--- config.mk ---
export PLATFORM = sky130hd
export DESIGN_NAME = fixed_capacity_list_engine
export DESIGN_NICKNAME = d
export VERILOG_FILES = /design/src/hw/rtl/flist_pkg.sv /design/src/hw/rtl/fixed_capacity_list_engine.sv /design/src/hw/rtl/flist_ctrl.sv /design/src/hw/rtl/flist_dp.sv
export SDC_FILE = /design/constraint.sdc
export NUM_CORES = 2
export LEC_CHECK = 0
export BUFFER_PORTS_ARGS = -buffer_cell sky130_fd_sc_hd__buf_4
export CAP_MARGIN = 25
export CORE_ASPECT_RATIO = 2
export CORE_MARGIN = 5
export CORE_UTILIZATION = 40
export CTS_CLUSTER_SIZE = 40
export DETAILED_ROUTE_END_ITERATION = 10
export GPL_TIMING_DRIVEN = 0
export HOLD_SLACK_MARGIN = 0.08
export PLACE_DENSITY = 0.62
export SLEW_MARGIN = 20
export SYNTH_ARGS = -nofsm -noshare
export SYNTH_HDL_FRONTEND = slang
export SYNTH_SLANG_ARGS = --single-unit
--- constraint.sdc ---
create_clock -name clock -period 9.45 [get_ports clock]
set_clock_uncertainty 0.2 [all_clocks]
set_input_delay 1.89 -clock clock [delete_from_list [all_inputs] [get_ports clock]]
set_output_delay 1.89 -clock clock [all_outputs]
set_load 0.01 [all_outputs]
--- src/hw/rtl/flist_pkg.sv ---
// Package for the fixed-capacity list engine.
// Holds sizes, operation and status codes, and the controller/datapath interface types.
// No dependencies.
package flist_pkg;

   // List capacity and the widths that follow from it.
   localparam int LIST_DEPTH = 64;
   localparam int IDX_W      = $clog2(LIST_DEPTH);
   localparam int CNT_W      = $clog2(LIST_DEPTH + 1);

   // Fixed transaction field widths.
   localparam int MODE_W   = 3;
   localparam int DATA_W   = 32;
   localparam int POS_W    = 6;
   localparam int STAT_W   = 2;
   localparam int LENGTH_W = 7;
   localparam int CMP_W    = (CNT_W > POS_W) ? CNT_W : POS_W;

   // Operation codes.
   localparam logic [MODE_W-1:0] MODE_INS_FIRST = 3'd0;
   localparam logic [MODE_W-1:0] MODE_INS_POS   = 3'd1;
   localparam logic [MODE_W-1:0] MODE_INS_LAST  = 3'd2;
   localparam logic [MODE_W-1:0] MODE_SEARCH    = 3'd3;
   localparam logic [MODE_W-1:0] MODE_EXTREMES  = 3'd4;
   localparam logic [MODE_W-1:0] MODE_CLEAR     = 3'd5;

   // Status codes.
   localparam logic [STAT_W-1:0] STAT_OK     = 2'd0;
   localparam logic [STAT_W-1:0] STAT_FULL   = 2'd1;
   localparam logic [STAT_W-1:0] STAT_BADPOS = 2'd2;
   localparam logic [STAT_W-1:0] STAT_EMPTY  = 2'd3;

   // Controller states.
   typedef enum logic [2:0] {
      S_IDLE,
      S_DECODE,
      S_SHIFT,
      S_SCAN,
      S_FINISH
   } ctrl_state_type;

   // Commands from the controller to the datapath.
   typedef struct packed {
      logic              load;
      logic              shift_step;
      logic              place;
      logic              scan_step;
      logic              clear;
      logic              emit;
      logic [STAT_W-1:0] status;
   } fl_cmd_type;

   // Status from the datapath to the controller.
   typedef struct packed {
      logic [MODE_W-1:0] mode;
      logic              full;
      logic              badpos;
      logic              empty;
      logic              shift_done;
      logic              scan_done;
      logic              hit;
   } fl_stat_type;

endpackage

--- src/hw/rtl/fixed_capacity_list_engine.sv ---
// Sequence: accept in idle, decode, then the walk, then the load of the result register.
// Insert at p moves the entries from p upward one slot, then writes the new one; clear, spare
// modes and refusals have no walk. Search and extremes: one entry per cycle through the memory read port.
// One transaction at a time: a new request is taken only in idle, once the last result is loaded.
// Synchronous active-high reset empties the list; entry contents are left as they were.
// Depends on flist_pkg, flist_ctrl and flist_dp.
module fixed_capacity_list_engine
   import flist_pkg::*;
(
   input  logic                      clock,
   input  logic                      reset,
   input  logic                      req_valid,
   output logic                      req_stall,
   input  logic        [MODE_W-1:0]  req_mode,
   input  logic signed [DATA_W-1:0]  req_value,
   input  logic        [POS_W-1:0]   req_position,
   output logic                      rsp_valid,
   input  logic                      rsp_stall,
   output logic        [STAT_W-1:0]  rsp_status,
   output logic        [POS_W-1:0]   rsp_found_position,
   output logic                      rsp_found,
   output logic signed [DATA_W-1:0]  rsp_max_value,
   output logic signed [DATA_W-1:0]  rsp_min_value,
   output logic      [LENGTH_W-1:0]  rsp_length
);

   fl_cmd_type  cmd;
   fl_stat_type stat;

   // Sequencing and handshakes.
   flist_ctrl u_ctrl (
      .clock     (clock),
      .reset     (reset),
      .req_valid (req_valid),
      .req_stall (req_stall),
      .rsp_valid (rsp_valid),
      .rsp_stall (rsp_stall),
      .cmd       (cmd),
      .stat      (stat)
   );

   // Storage and arithmetic.
   flist_dp u_dp (
      .clock              (clock),
      .reset              (reset),
      .req_mode           (req_mode),
      .req_value          (req_value),
      .req_position       (req_position),
      .cmd                (cmd),
      .stat               (stat),
      .rsp_status         (rsp_status),
      .rsp_found_position (rsp_found_position),
      .rsp_found          (rsp_found),
      .rsp_max_value      (rsp_max_value),
      .rsp_min_value      (rsp_min_value),
      .rsp_length         (rsp_length)
   );

endmodule

--- src/hw/rtl/flist_ctrl.sv ---
// Controller state machine of the fixed-capacity list engine.
// Sequences insert, scan and clear operations and owns the handshakes.
// Depends on flist_pkg.
module flist_ctrl
   import flist_pkg::*;
(
   input  logic              clock,
   input  logic              reset,
   input  logic              req_valid,
   output logic              req_stall,
   output logic              rsp_valid,
   input  logic              rsp_stall,
   output fl_cmd_type        cmd,
   input  fl_stat_type       stat
);

   ctrl_state_type    state_ff, state_in;
   logic [STAT_W-1:0] status_ff, status_in;
   logic              rsp_valid_ff, rsp_valid_in;
   logic              out_free;
   logic              is_insert;

   assign out_free  = !rsp_valid_ff || !rsp_stall;
   assign is_insert = (stat.mode == MODE_INS_FIRST) || (stat.mode == MODE_INS_POS) ||
                      (stat.mode == MODE_INS_LAST);

   // Next state.
   always_comb begin
      state_in = state_ff;
      case (state_ff)
         S_IDLE: begin
            if (req_valid) state_in = S_DECODE;
         end
         S_DECODE: begin
            if (is_insert) begin
               if (stat.full || ((stat.mode == MODE_INS_POS) && stat.badpos)) begin
                  state_in = S_FINISH;
               end else begin
                  state_in = S_SHIFT;
               end
            end else if ((stat.mode == MODE_SEARCH) || (stat.mode == MODE_EXTREMES)) begin
               state_in = S_SCAN;
            end else begin
               state_in = S_FINISH;
            end
         end
         S_SHIFT: begin
            if (stat.shift_done) state_in = S_FINISH;
         end
         S_SCAN: begin
            if (stat.scan_done) state_in = S_FINISH;
         end
         S_FINISH: begin
            if (out_free) state_in = S_IDLE;
         end
         default: state_in = S_IDLE;
      endcase
   end

   // Commands and status code.
   always_comb begin
      cmd        = '0;
      cmd.status = status_ff;
      status_in  = status_ff;
      case (state_ff)
         S_IDLE: begin
            cmd.load = req_valid;
         end
         S_DECODE: begin
            status_in = STAT_OK;
            if (is_insert) begin
               if (stat.full) begin
                  status_in = STAT_FULL;
               end else if ((stat.mode == MODE_INS_POS) && stat.badpos) begin
                  status_in = STAT_BADPOS;
               end
            end else if (stat.mode == MODE_SEARCH) begin
               status_in = STAT_EMPTY;
            end else if (stat.mode == MODE_EXTREMES) begin
               if (stat.empty) status_in = STAT_EMPTY;
            end else if (stat.mode == MODE_CLEAR) begin
               cmd.clear = 1'b1;
            end
         end
         S_SHIFT: begin
            if (stat.shift_done) begin
               cmd.place = 1'b1;
            end else begin
               cmd.shift_step = 1'b1;
            end
         end
         S_SCAN: begin
            cmd.scan_step = 1'b1;
            if (stat.hit) status_in = STAT_OK;
         end
         S_FINISH: begin
            cmd.emit = out_free;
         end
         default: begin
            cmd = '0;
         end
      endcase
   end

   // The result register holds until the transaction is taken.
   assign rsp_valid_in = cmd.emit || (rsp_valid_ff && rsp_stall);

   always_ff @(posedge clock) begin
      if (reset) begin
         state_ff     <= S_IDLE;
         status_ff    <= STAT_OK;
         rsp_valid_ff <= 1'b0;
      end else begin
         state_ff     <= state_in;
         status_ff    <= status_in;
         rsp_valid_ff <= rsp_valid_in;
      end
   end

   assign req_stall = (state_ff != S_IDLE);
   assign rsp_valid = rsp_valid_ff;

endmodule

--- src/hw/rtl/flist_dp.sv ---
// Datapath of the fixed-capacity list engine.
// Holds the entry memory, the length count, the walk pointer and the result register.
// Depends on flist_pkg.
module flist_dp
   import flist_pkg::*;
(
   input  logic                     clock,
   input  logic                     reset,
   input  logic        [MODE_W-1:0] req_mode,
   input  logic signed [DATA_W-1:0] req_value,
   input  logic        [POS_W-1:0]  req_position,
   input  fl_cmd_type               cmd,
   output fl_stat_type              stat,
   output logic        [STAT_W-1:0] rsp_status,
   output logic        [POS_W-1:0]  rsp_found_position,
   output logic                     rsp_found,
   output logic signed [DATA_W-1:0] rsp_max_value,
   output logic signed [DATA_W-1:0] rsp_min_value,
   output logic      [LENGTH_W-1:0] rsp_length
);

   logic [DATA_W-1:0] mem [LIST_DEPTH];

   // Captured request.
   logic        [MODE_W-1:0] mode_ff, mode_in;
   logic        [DATA_W-1:0] value_ff, value_in;
   logic        [POS_W-1:0]  pos_ff, pos_in;

   // Walk state.
   logic        [CNT_W-1:0]  count_ff, count_in;
   logic        [CNT_W-1:0]  ptr_ff, ptr_in;
   logic        [CNT_W-1:0]  ptr_m1;
   logic        [CNT_W-1:0]  tgt;
   logic                     mv_valid_ff, mv_valid_in;
   logic        [IDX_W-1:0]  mv_addr_ff, mv_addr_in;
   logic                     rd_valid_ff, rd_valid_in;
   logic        [IDX_W-1:0]  rd_idx_ff, rd_idx_in;
   logic        [DATA_W-1:0] rd_data_ff;

   // Search and extremes results.
   logic                     found_ff, found_in;
   logic        [POS_W-1:0]  fpos_ff, fpos_in;
   logic signed [DATA_W-1:0] max_ff, max_in;
   logic signed [DATA_W-1:0] min_ff, min_in;
   logic                     first_ff, first_in;

   // Result register.
   logic        [STAT_W-1:0]   rsp_status_ff, rsp_status_in;
   logic        [POS_W-1:0]    rsp_fpos_ff, rsp_fpos_in;
   logic                       rsp_found_ff, rsp_found_in;
   logic signed [DATA_W-1:0]   rsp_max_ff, rsp_max_in;
   logic signed [DATA_W-1:0]   rsp_min_ff, rsp_min_in;
   logic        [LENGTH_W-1:0] rsp_length_ff, rsp_length_in;

   // Memory port controls.
   logic              rd_en;
   logic [IDX_W-1:0]  rd_addr;
   logic              wr_en;
   logic [IDX_W-1:0]  wr_addr;
   logic [DATA_W-1:0] wr_data;
   logic              hit;

   assign ptr_m1 = ptr_ff - CNT_W'(1);

   // Insert target position for the captured operation.
   always_comb begin
      case (mode_ff)
         MODE_INS_FIRST: tgt = '0;
         MODE_INS_POS:   tgt = CNT_W'(pos_ff);
         default:        tgt = count_ff;
      endcase
   end

   // Read data is only valid during a scan, so a match needs no command qualifier.
   assign hit = rd_valid_ff && (mode_ff == MODE_SEARCH) && (rd_data_ff == value_ff);

   // Status toward the controller.
   always_comb begin
      stat.mode       = mode_ff;
      stat.full       = (count_ff == CNT_W'(LIST_DEPTH));
      stat.badpos     = (CMP_W'(pos_ff) > CMP_W'(count_ff));
      stat.empty      = (count_ff == '0);
      stat.shift_done = (ptr_ff == tgt) && !mv_valid_ff;
      stat.scan_done  = hit || ((ptr_ff == count_ff) && !rd_valid_ff);
      stat.hit        = hit;
   end

   // Next-value logic for the walk, the memory ports and the result register.
   always_comb begin
      mode_in       = mode_ff;
      value_in      = value_ff;
      pos_in        = pos_ff;
      count_in      = count_ff;
      ptr_in        = ptr_ff;
      mv_valid_in   = 1'b0;
      mv_addr_in    = mv_addr_ff;
      rd_valid_in   = 1'b0;
      rd_idx_in     = rd_idx_ff;
      found_in      = found_ff;
      fpos_in       = fpos_ff;
      max_in        = max_ff;
      min_in        = min_ff;
      first_in      = first_ff;
      rsp_status_in = rsp_status_ff;
      rsp_fpos_in   = rsp_fpos_ff;
      rsp_found_in  = rsp_found_ff;
      rsp_max_in    = rsp_max_ff;
      rsp_min_in    = rsp_min_ff;
      rsp_length_in = rsp_length_ff;
      rd_en         = 1'b0;
      rd_addr       = ptr_ff[IDX_W-1:0];
      wr_en         = 1'b0;
      wr_addr       = mv_addr_ff;
      wr_data       = rd_data_ff;

      // Capture a new transaction and prime the walk pointer.
      if (cmd.load) begin
         mode_in  = req_mode;
         value_in = req_value;
         pos_in   = req_position;
         if ((req_mode == MODE_SEARCH) || (req_mode == MODE_EXTREMES)) begin
            ptr_in = '0;
         end else begin
            ptr_in = count_ff;
         end
         found_in = 1'b0;
         fpos_in  = '0;
         max_in   = '0;
         min_in   = '0;
         first_in = 1'b1;
      end

      // Shift entries up one slot per cycle, from the top down to the target.
      if (cmd.shift_step) begin
         if (mv_valid_ff) wr_en = 1'b1;
         if (ptr_ff > tgt) begin
            rd_en       = 1'b1;
            rd_addr     = ptr_m1[IDX_W-1:0];
            mv_valid_in = 1'b1;
            mv_addr_in  = ptr_ff[IDX_W-1:0];
            ptr_in      = ptr_m1;
         end
      end

      // Write the new element into the opened slot.
      if (cmd.place) begin
         wr_en    = 1'b1;
         wr_addr  = tgt[IDX_W-1:0];
         wr_data  = value_ff;
         count_in = count_ff + CNT_W'(1);
      end

      // Scan entries from position 0, one read per cycle.
      if (cmd.scan_step) begin
         if ((ptr_ff < count_ff) && !hit) begin
            rd_en       = 1'b1;
            rd_valid_in = 1'b1;
            rd_idx_in   = ptr_ff[IDX_W-1:0];
            ptr_in      = ptr_ff + CNT_W'(1);
         end
         if (hit) begin
            found_in = 1'b1;
            fpos_in  = POS_W'(rd_idx_ff);
         end
         if (rd_valid_ff && (mode_ff == MODE_EXTREMES)) begin
            first_in = 1'b0;
            if (first_ff || ($signed(rd_data_ff) > max_ff)) max_in = $signed(rd_data_ff);
            if (first_ff || ($signed(rd_data_ff) < min_ff)) min_in = $signed(rd_data_ff);
         end
      end

      if (cmd.clear) count_in = '0;

      // Load the result register.
      if (cmd.emit) begin
         rsp_status_in = cmd.status;
         rsp_fpos_in   = fpos_ff;
         rsp_found_in  = found_ff;
         rsp_max_in    = max_ff;
         rsp_min_in    = min_ff;
         rsp_length_in = LENGTH_W'(count_ff);
      end
   end

   // Entry memory with a registered read port.
   always_ff @(posedge clock) begin
      if (wr_en) mem[wr_addr] <= wr_data;
      if (rd_en) rd_data_ff <= mem[rd_addr];
   end

   // Control registers.
   always_ff @(posedge clock) begin
      if (reset) begin
         count_ff    <= '0;
         mv_valid_ff <= 1'b0;
         rd_valid_ff <= 1'b0;
      end else begin
         count_ff    <= count_in;
         mv_valid_ff <= mv_valid_in;
         rd_valid_ff <= rd_valid_in;
      end
   end

   // Payload registers.
   always_ff @(posedge clock) begin
      mode_ff       <= mode_in;
      value_ff      <= value_in;
      pos_ff        <= pos_in;
      ptr_ff        <= ptr_in;
      mv_addr_ff    <= mv_addr_in;
      rd_idx_ff     <= rd_idx_in;
      found_ff      <= found_in;
      fpos_ff       <= fpos_in;
      max_ff        <= max_in;
      min_ff        <= min_in;
      first_ff      <= first_in;
      rsp_status_ff <= rsp_status_in;
      rsp_fpos_ff   <= rsp_fpos_in;
      rsp_found_ff  <= rsp_found_in;
      rsp_max_ff    <= rsp_max_in;
      rsp_min_ff    <= rsp_min_in;
      rsp_length_ff <= rsp_length_in;
   end

   assign rsp_status         = rsp_status_ff;
   assign rsp_found_position = rsp_fpos_ff;
   assign rsp_found          = rsp_found_ff;
   assign rsp_max_value      = rsp_max_ff;
   assign rsp_min_value      = rsp_min_ff;
   assign rsp_length         = rsp_length_ff;

endmodule

Word level (Yosys, flattened, before mapping)
Memory sizes are Yosys's and may differ from the RTL's. A register that Yosys moved wholly into a read port is not among the register bits. Index checks and enable logic that the tools add are counted.

Reductions and logical operators: 35. Add/subtract/negate cells: 3. Equality and inequality tests: 20. Bitwise gates (word level): 1. $lt $le $gt $ge: 5. Mux-type cells: 65.

Operator list (count): 32-bit two-way mux (9); 7-bit two-way mux (6); 6-bit two-way mux (6); 32-bit == test (1); 32-bit greater-than comparator (1); 32-bit < comparator (1); 1-bit two-way mux (26); 3-bit two-way mux (7); 2-bit two-way mux (8); 3-bit by 2-bit == test with 1-bit output, second input constant (5); 3-bit one-hot mux with 5 select lines (1); 7-bit by 1-bit adder with 7-bit output, second input constant (2); 7-bit == test (2); 7-bit one-hot mux with 2 select lines (1); 3-bit == test, second input constant (4); 1-bit logical OR (10); 1-bit logical AND (8); 7-bit == test, second input constant (1); 6-bit by 7-bit greater-than comparator with 1-bit output (1); 7-bit greater-than comparator (1); 7-bit zero test (1); 7-bit < comparator (1); 7-bit by 1-bit subtractor with 7-bit output, second input constant (1); 3-bit by 1-bit == test with 1-bit output, second input constant (2); other kinds (12) (23).

Bits in registers: 227. Memories kept: 1. RAM bits: 2048. Output and inout bits: 82. Input port bits: 45.

Memory list: u_dp.mem (words 64, bits a word 32, read ports 1, clocked after memory_dff 1, wr ports 1, RTL line flist_dp.sv:22) `logic [DATA_W-1:0] mem [LIST_DEPTH];`.

Longest topological paths before layout
Depth after elaboration: 10. Gate-level depth with buffers: 21.

By module
From an unflattened synthesis, not the netlist that was laid out.

Cell total of the unflattened synthesis: 6344. Area, all modules: 91003.5 µm².

By module, submodules not included: flist_dp (instances 1, cells each 6290, area an instance 90571.9 µm²); flist_ctrl (instances 1, cells each 54, area an instance 431.7 µm²).

Worst setup path after synthesis
OpenSTA, ideal clock, no wires.

Kind: in2reg. Start: input rsp_stall. End: register u_dp.rsp_found_ff, in the netlist u_dp.rsp_found, enable pin. Cell stages on the path: 1. Arrival time: 5681 ps. Buffers on the path: 0. Required time: 8706 ps. Slack: 3024 ps. Cell sequence: a21oi_1.

Word-level cells in the longest chain between the ends: 3.

RTL lines: from (decl) (RTL line fixed_capacity_list_engine.sv:18) `input logic rsp_stall,`; 1-bit zero test (RTL line flist_ctrl.sv:23) `assign out_free = !rsp_valid_ff || !rsp_stall;`; 1-bit logical OR (RTL line flist_ctrl.sv:23); 1-bit two-way mux (RTL line flist_ctrl.sv:65) `case (state_ff)`; to (signal assigned) (RTL line flist_dp.sv:219) `rsp_found_ff <= rsp_found_in;`; to (decl) (RTL line flist_dp.sv:50) `logic rsp_found_ff, rsp_found_in;`.

Every way passes these cells. A chain may end at the register's enable or synchronous reset.

Worst setup path in the final report
Start: register u_dp.ptr_ff[0]. End: register u_dp.rd_data_ff[29], read port of u_dp.mem, data pin.

Word-level cells in the longest chain between the ends: 7. Elaborated cells between the ends (all ways): 14. Those cells by class: 1 x add/sub; 2 x order compare; 1 x eq/ne; 8 x mux; 2 x reduce/logical.

RTL lines: from (decl) (RTL line flist_dp.sv:31) `logic [CNT_W-1:0] ptr_ff, ptr_in;`; from (signal assigned) (RTL line flist_dp.sv:209) `ptr_ff <= ptr_in;`; parallel branches: the longest is 7 deep, another holds 7-bit greater-than comparator; to (decl) (RTL line flist_dp.sv:38) `logic [DATA_W-1:0] rd_data_ff;`.

Parallel ways; which one is timed is not known.

==> metrics.md <==
| Metric | Value |
|---|---|
| CP required | between 9000 and 10000 ps |
| Total gr overflow | 0 |
| Status | finished, violations left |
| Final WL | ~450 mm |
| R2R setup slack | -230 ps |
| EDFF count, synth | 2213 |
| Avg Cell Area, Syn | roughly 15 um^2 |
| Depth of the CTS H-tree | 4 |
| # resized after CTS | 0 |
| Initial cell density of the core | 0.401 |
| Total power | around 33 mW |
| Final period util | 1.02 |
| Unique masters post-synth | 83 |
| Final hold viol count | 0 |
| Post-CTS setup buffers | 0 |
| Setup slack after layout | -232 ps |
| Clk network pwr share | 0.251 |
| Pwr per Cell Area | 295 mW/mm^2 |
| Crit path DAT | 10060 ps |
| Iteration-0 DRC Markers | roughly 12000 |
| Post-CTS Hold Buffers | 0 |
| Sequential area share after synthesis | 0.724 |
| Largest net degree at the start of global routing | 34 |
| Switching Power | 13.8 mW |
| Register share of total power | 0.352 |
| Setup-failing EPs final | 2 |
| Mapped cell area | 0.0944 mm^2 |
| MaxCap Viol Count | 0 |
| Hold Path Class | reg2reg |
| DP Wirelength | 328 mm |
| Crit Path Category | reg2reg |
| Post-DR vias/cell | 7.08 |
| Post-route DRC | 0 |
| FF+latch count, synth | 2307 |
| First-pass GRT wire length | 591 mm |
| Failing checks | setup timing |
| Nets | 6968 |
| DR pass1 iterations | 10 |
| Primary FF master, synth | edfxtp_1 |
| Per-cell routed wire length | ~44 um |
| Clk pin slew, worst setup/hold paths | 70 ps |
| Tmin final | 9680 ps |
| Yosys warns | 0 |
| Vias in the first global route | 68500 |
| Peak Freq | a little over 100 MHz |
| Sw Ratio | 0.417 |
| Post-DRT Antenna Nets | 0 |
| # IOs | 127 |
| Worst-path maximum fanout | 10 |
| CTS buffer count | 196 |
| Hold WS | 232 ps |
| Layout cell share with drive strength beyond 1 | 0.152 |
| Initial antenna violation count | 59 |
| Comb pwr share | 0.397 |
| Layout area overhead | 18.9% |
| Worst-Skew Late Latency | 890 ps |
| Die ar. | 0.246 mm^2 |
| Worst VDD drop | ~270 uV |
| Via count | 71400 |
| Max transition margin | 0.0837 |
| CTS tree | yes |
| Port Buffer Count | ~130 |
| Worst setup EP type | flop |
| Synth area leader | edfxtp_1 |
| Top post-synthesis cells by area | edfxtp_1, o221ai_1, o22ai_1 |
| Int Pwr | about 19 mW |
| Top-area cell type share of the netlist area | 0.704 |
| Leakage | around 34 nW |
| Final Max Tran Viols | 0 |
| CTS sink count | 2307 |
| CTS root buf | clkbuf_16 |
| Gr usage total | 0.353 |
| Least-Margin Pin Slew | 1370 ps |
| Die height | 697 um |
| Routability cong. | 1.06 |
| Async set or reset register ratio after synthesis | 0 |
| Rows | 252 |
| Core footprint | ~0.24 mm^2 |
| Syn Inst Count | roughly 6200 |
| Setup crit start kind | flop |
| Clk buf depth | 4 |
| Syn_nets | 6370 |
| Die Wd | 354 um |
| RSZ-0062 raised after global routing | no |
-- per-layer routing --
| metal | vias up | wire length, um | GRT usage |
|---|---|---|---|
| li1 | 27800 | - | - |
| met4 | 16 | 66700 | 0.390 |
| met3 | 1964 | 46100 | 0.108 |
| met5 | - | 250 | 0.00490 |
| met2 | 5800 | 212000 | 0.587 |
| met1 | 35700 | 121000 | 0.322 |
-- stage by stage --
stage | TNS, ps | setup WS [ps] | instance area (um^2) | cells | util
2_1_floorplan | 0 | 3020 | 94400 | 6242 | -
5_1_grt | 0 | 129 | 112000 | 10100 | 0.477
4_1_cts | 0 | 290 | 112000 | 10000 | 0.476
3_5_place_dp | 0 | 332 | 106000 | 9673 | 0.449
3_3_place_gp | - | -7260 | 99200 | 9415 | 0.422
6_report | -350 | -232 | 112000 | 10100 | 0.477
-- area by class of cell --
cell class                      count  area [um^2]
Timing Repair Buffer              400         6520
Inverter                          120          450
Clock inverter                    107         1110
Tap cell                         3048         3810
Fill cell                       20100       123000
Buffer                            561         2420
Sequential cell                  2307        68300
Antenna cell                       46          115
Multi-Input combinational cell   3254        24400
Clock buffer                      239         5130
-- state kept, by name, indices dropped and copies added, names as in the netlist, 2 cells and up --
signal / cells
u_dp.max_ff: 32
u_dp.mv_addr_ff: 6
u_dp.rsp_min_value: 32
u_ctrl.status_ff: 2
u_dp.pos_ff: 6
u_dp.rsp_max_value: 32
u_dp.mode_ff: 3
u_dp.rsp_status: 2
u_dp.count_ff: 7
u_dp.rd_idx_ff: 6
u_dp.min_ff: 32
u_dp.rsp_length: 7
u_ctrl.state_ff: 3
u_dp.ptr_ff: 7
u_dp.mem: 2048
u_dp.rd_data_ff: 32
u_dp.value_ff: 32
u_dp.fpos_ff: 6
u_dp.rsp_found_position: 6
-- cells in the final DEF (no fill, tap or decap), drive strengths merged, types with 8 or more instances in the layout --
| cell | n |
|---|---|
| mux2i | 73 |
| a222oi | 24 |
| nand3 | 49 |
| clkinvlp | 12 |
| edfxtp | 2213 |
| o211ai | 35 |
| and2 | 12 |
| nor4 | 51 |
| o21ai | 381 |
| inv | 124 |
| o22ai | 557 |
| a211o | 10 |
| nor4b | 35 |
| o32ai | 21 |
| xnor2 | 20 |
| diode | 46 |
| clkinv | 69 |
| nand4 | 45 |
| buf | 629 |
| a22oi | 12 |
| o221ai | 1012 |
| nor2 | 134 |
| bufinv | 22 |
| nand2 | 185 |
| ha | 83 |
| clkbuf | 571 |
| o21a | 91 |
| a31oi | 15 |
| xor2 | 24 |
| nor2b | 15 |
| nand2b | 14 |
| a21o | 25 |
| nor3 | 47 |
| dfxtp | 94 |
| a32oi | 8 |
| a211oi | 82 |
| o22a | 39 |
| a21oi | 84 |
-- synth_stat cells (39+ instances only) --
cell and n:
a211oi_1 81, a21oi_1 84, buf_1 54, buf_2 172, clkbuf_1 327, dfxtp_1 94
edfxtp_1 2213, ha_1 83, inv_1 119, mux2i_1 73, nand2_1 185, nand3_1 49
nand4_1 45, nor2_1 131, nor3_1 46, nor4_1 51, o21a_1 91, o21ai_0 367
o221ai_1 1011, o22a_1 39, o22ai_1 557
-- final timing paths --
path | start | to | cells after the start
setup / recovery | u_dp.ptr_ff[0] | u_dp.rd_data_ff[29] | 22
hold / removal | u_dp.fpos_ff[1] | u_dp.rsp_found_position[1] | 0
setup reg to reg | u_dp.ptr_ff[0] | u_dp.rd_data_ff[29] | 22
hold reg to reg | u_dp.fpos_ff[1] | u_dp.rsp_found_position[1] | 0
-- critical path: stages (launching register included) --
cell and delay (ps):
dfxtp_1 390, clkbuf_1 280, inv_1 410, clkbuf_1 560, clkbuf_1 380, buf_6 260
clkbuf_2 400, buf_16 230, ha_1 170, inv_1 50, o211ai_1 160, a22o_1 150
o211a_1 260, or3b_2 150, buf_2 530, buf_2 460, buf_2 650, o22ai_1 190
o21ai_1 540, o221ai_1 540, a222oi_1 1210, nand4_1 390, nor3_1 750
-- power groups by stage --
stage	clock network, mW	logic, mW	registers (mW)
after floorplan	0	5.41	11.9
after global placement	0	11.2	12.1
after detailed placement	0	12.0	11.9
after CTS	8.28	12.0	11.6
after global routing	8.64	13.0	11.6
final	8.31	13.1	11.6
-- cells by family after synthesis --
group | count (synthesis) | share of synthesized area
AO/OA/AOI/OAI | 2432 | 0.190
flip-flops | 2307 | 0.724
buffers and inverters | 681 | 0.0298
AND/OR/NAND/NOR | 621 | 0.0335
adder cells (fa/ha/maj) | 83 | 0.0110
multiplexers | 74 | 0.00786
XOR/XNOR | 44 | 0.00416
Note: power is estimated with default switching activity, not from simulation.
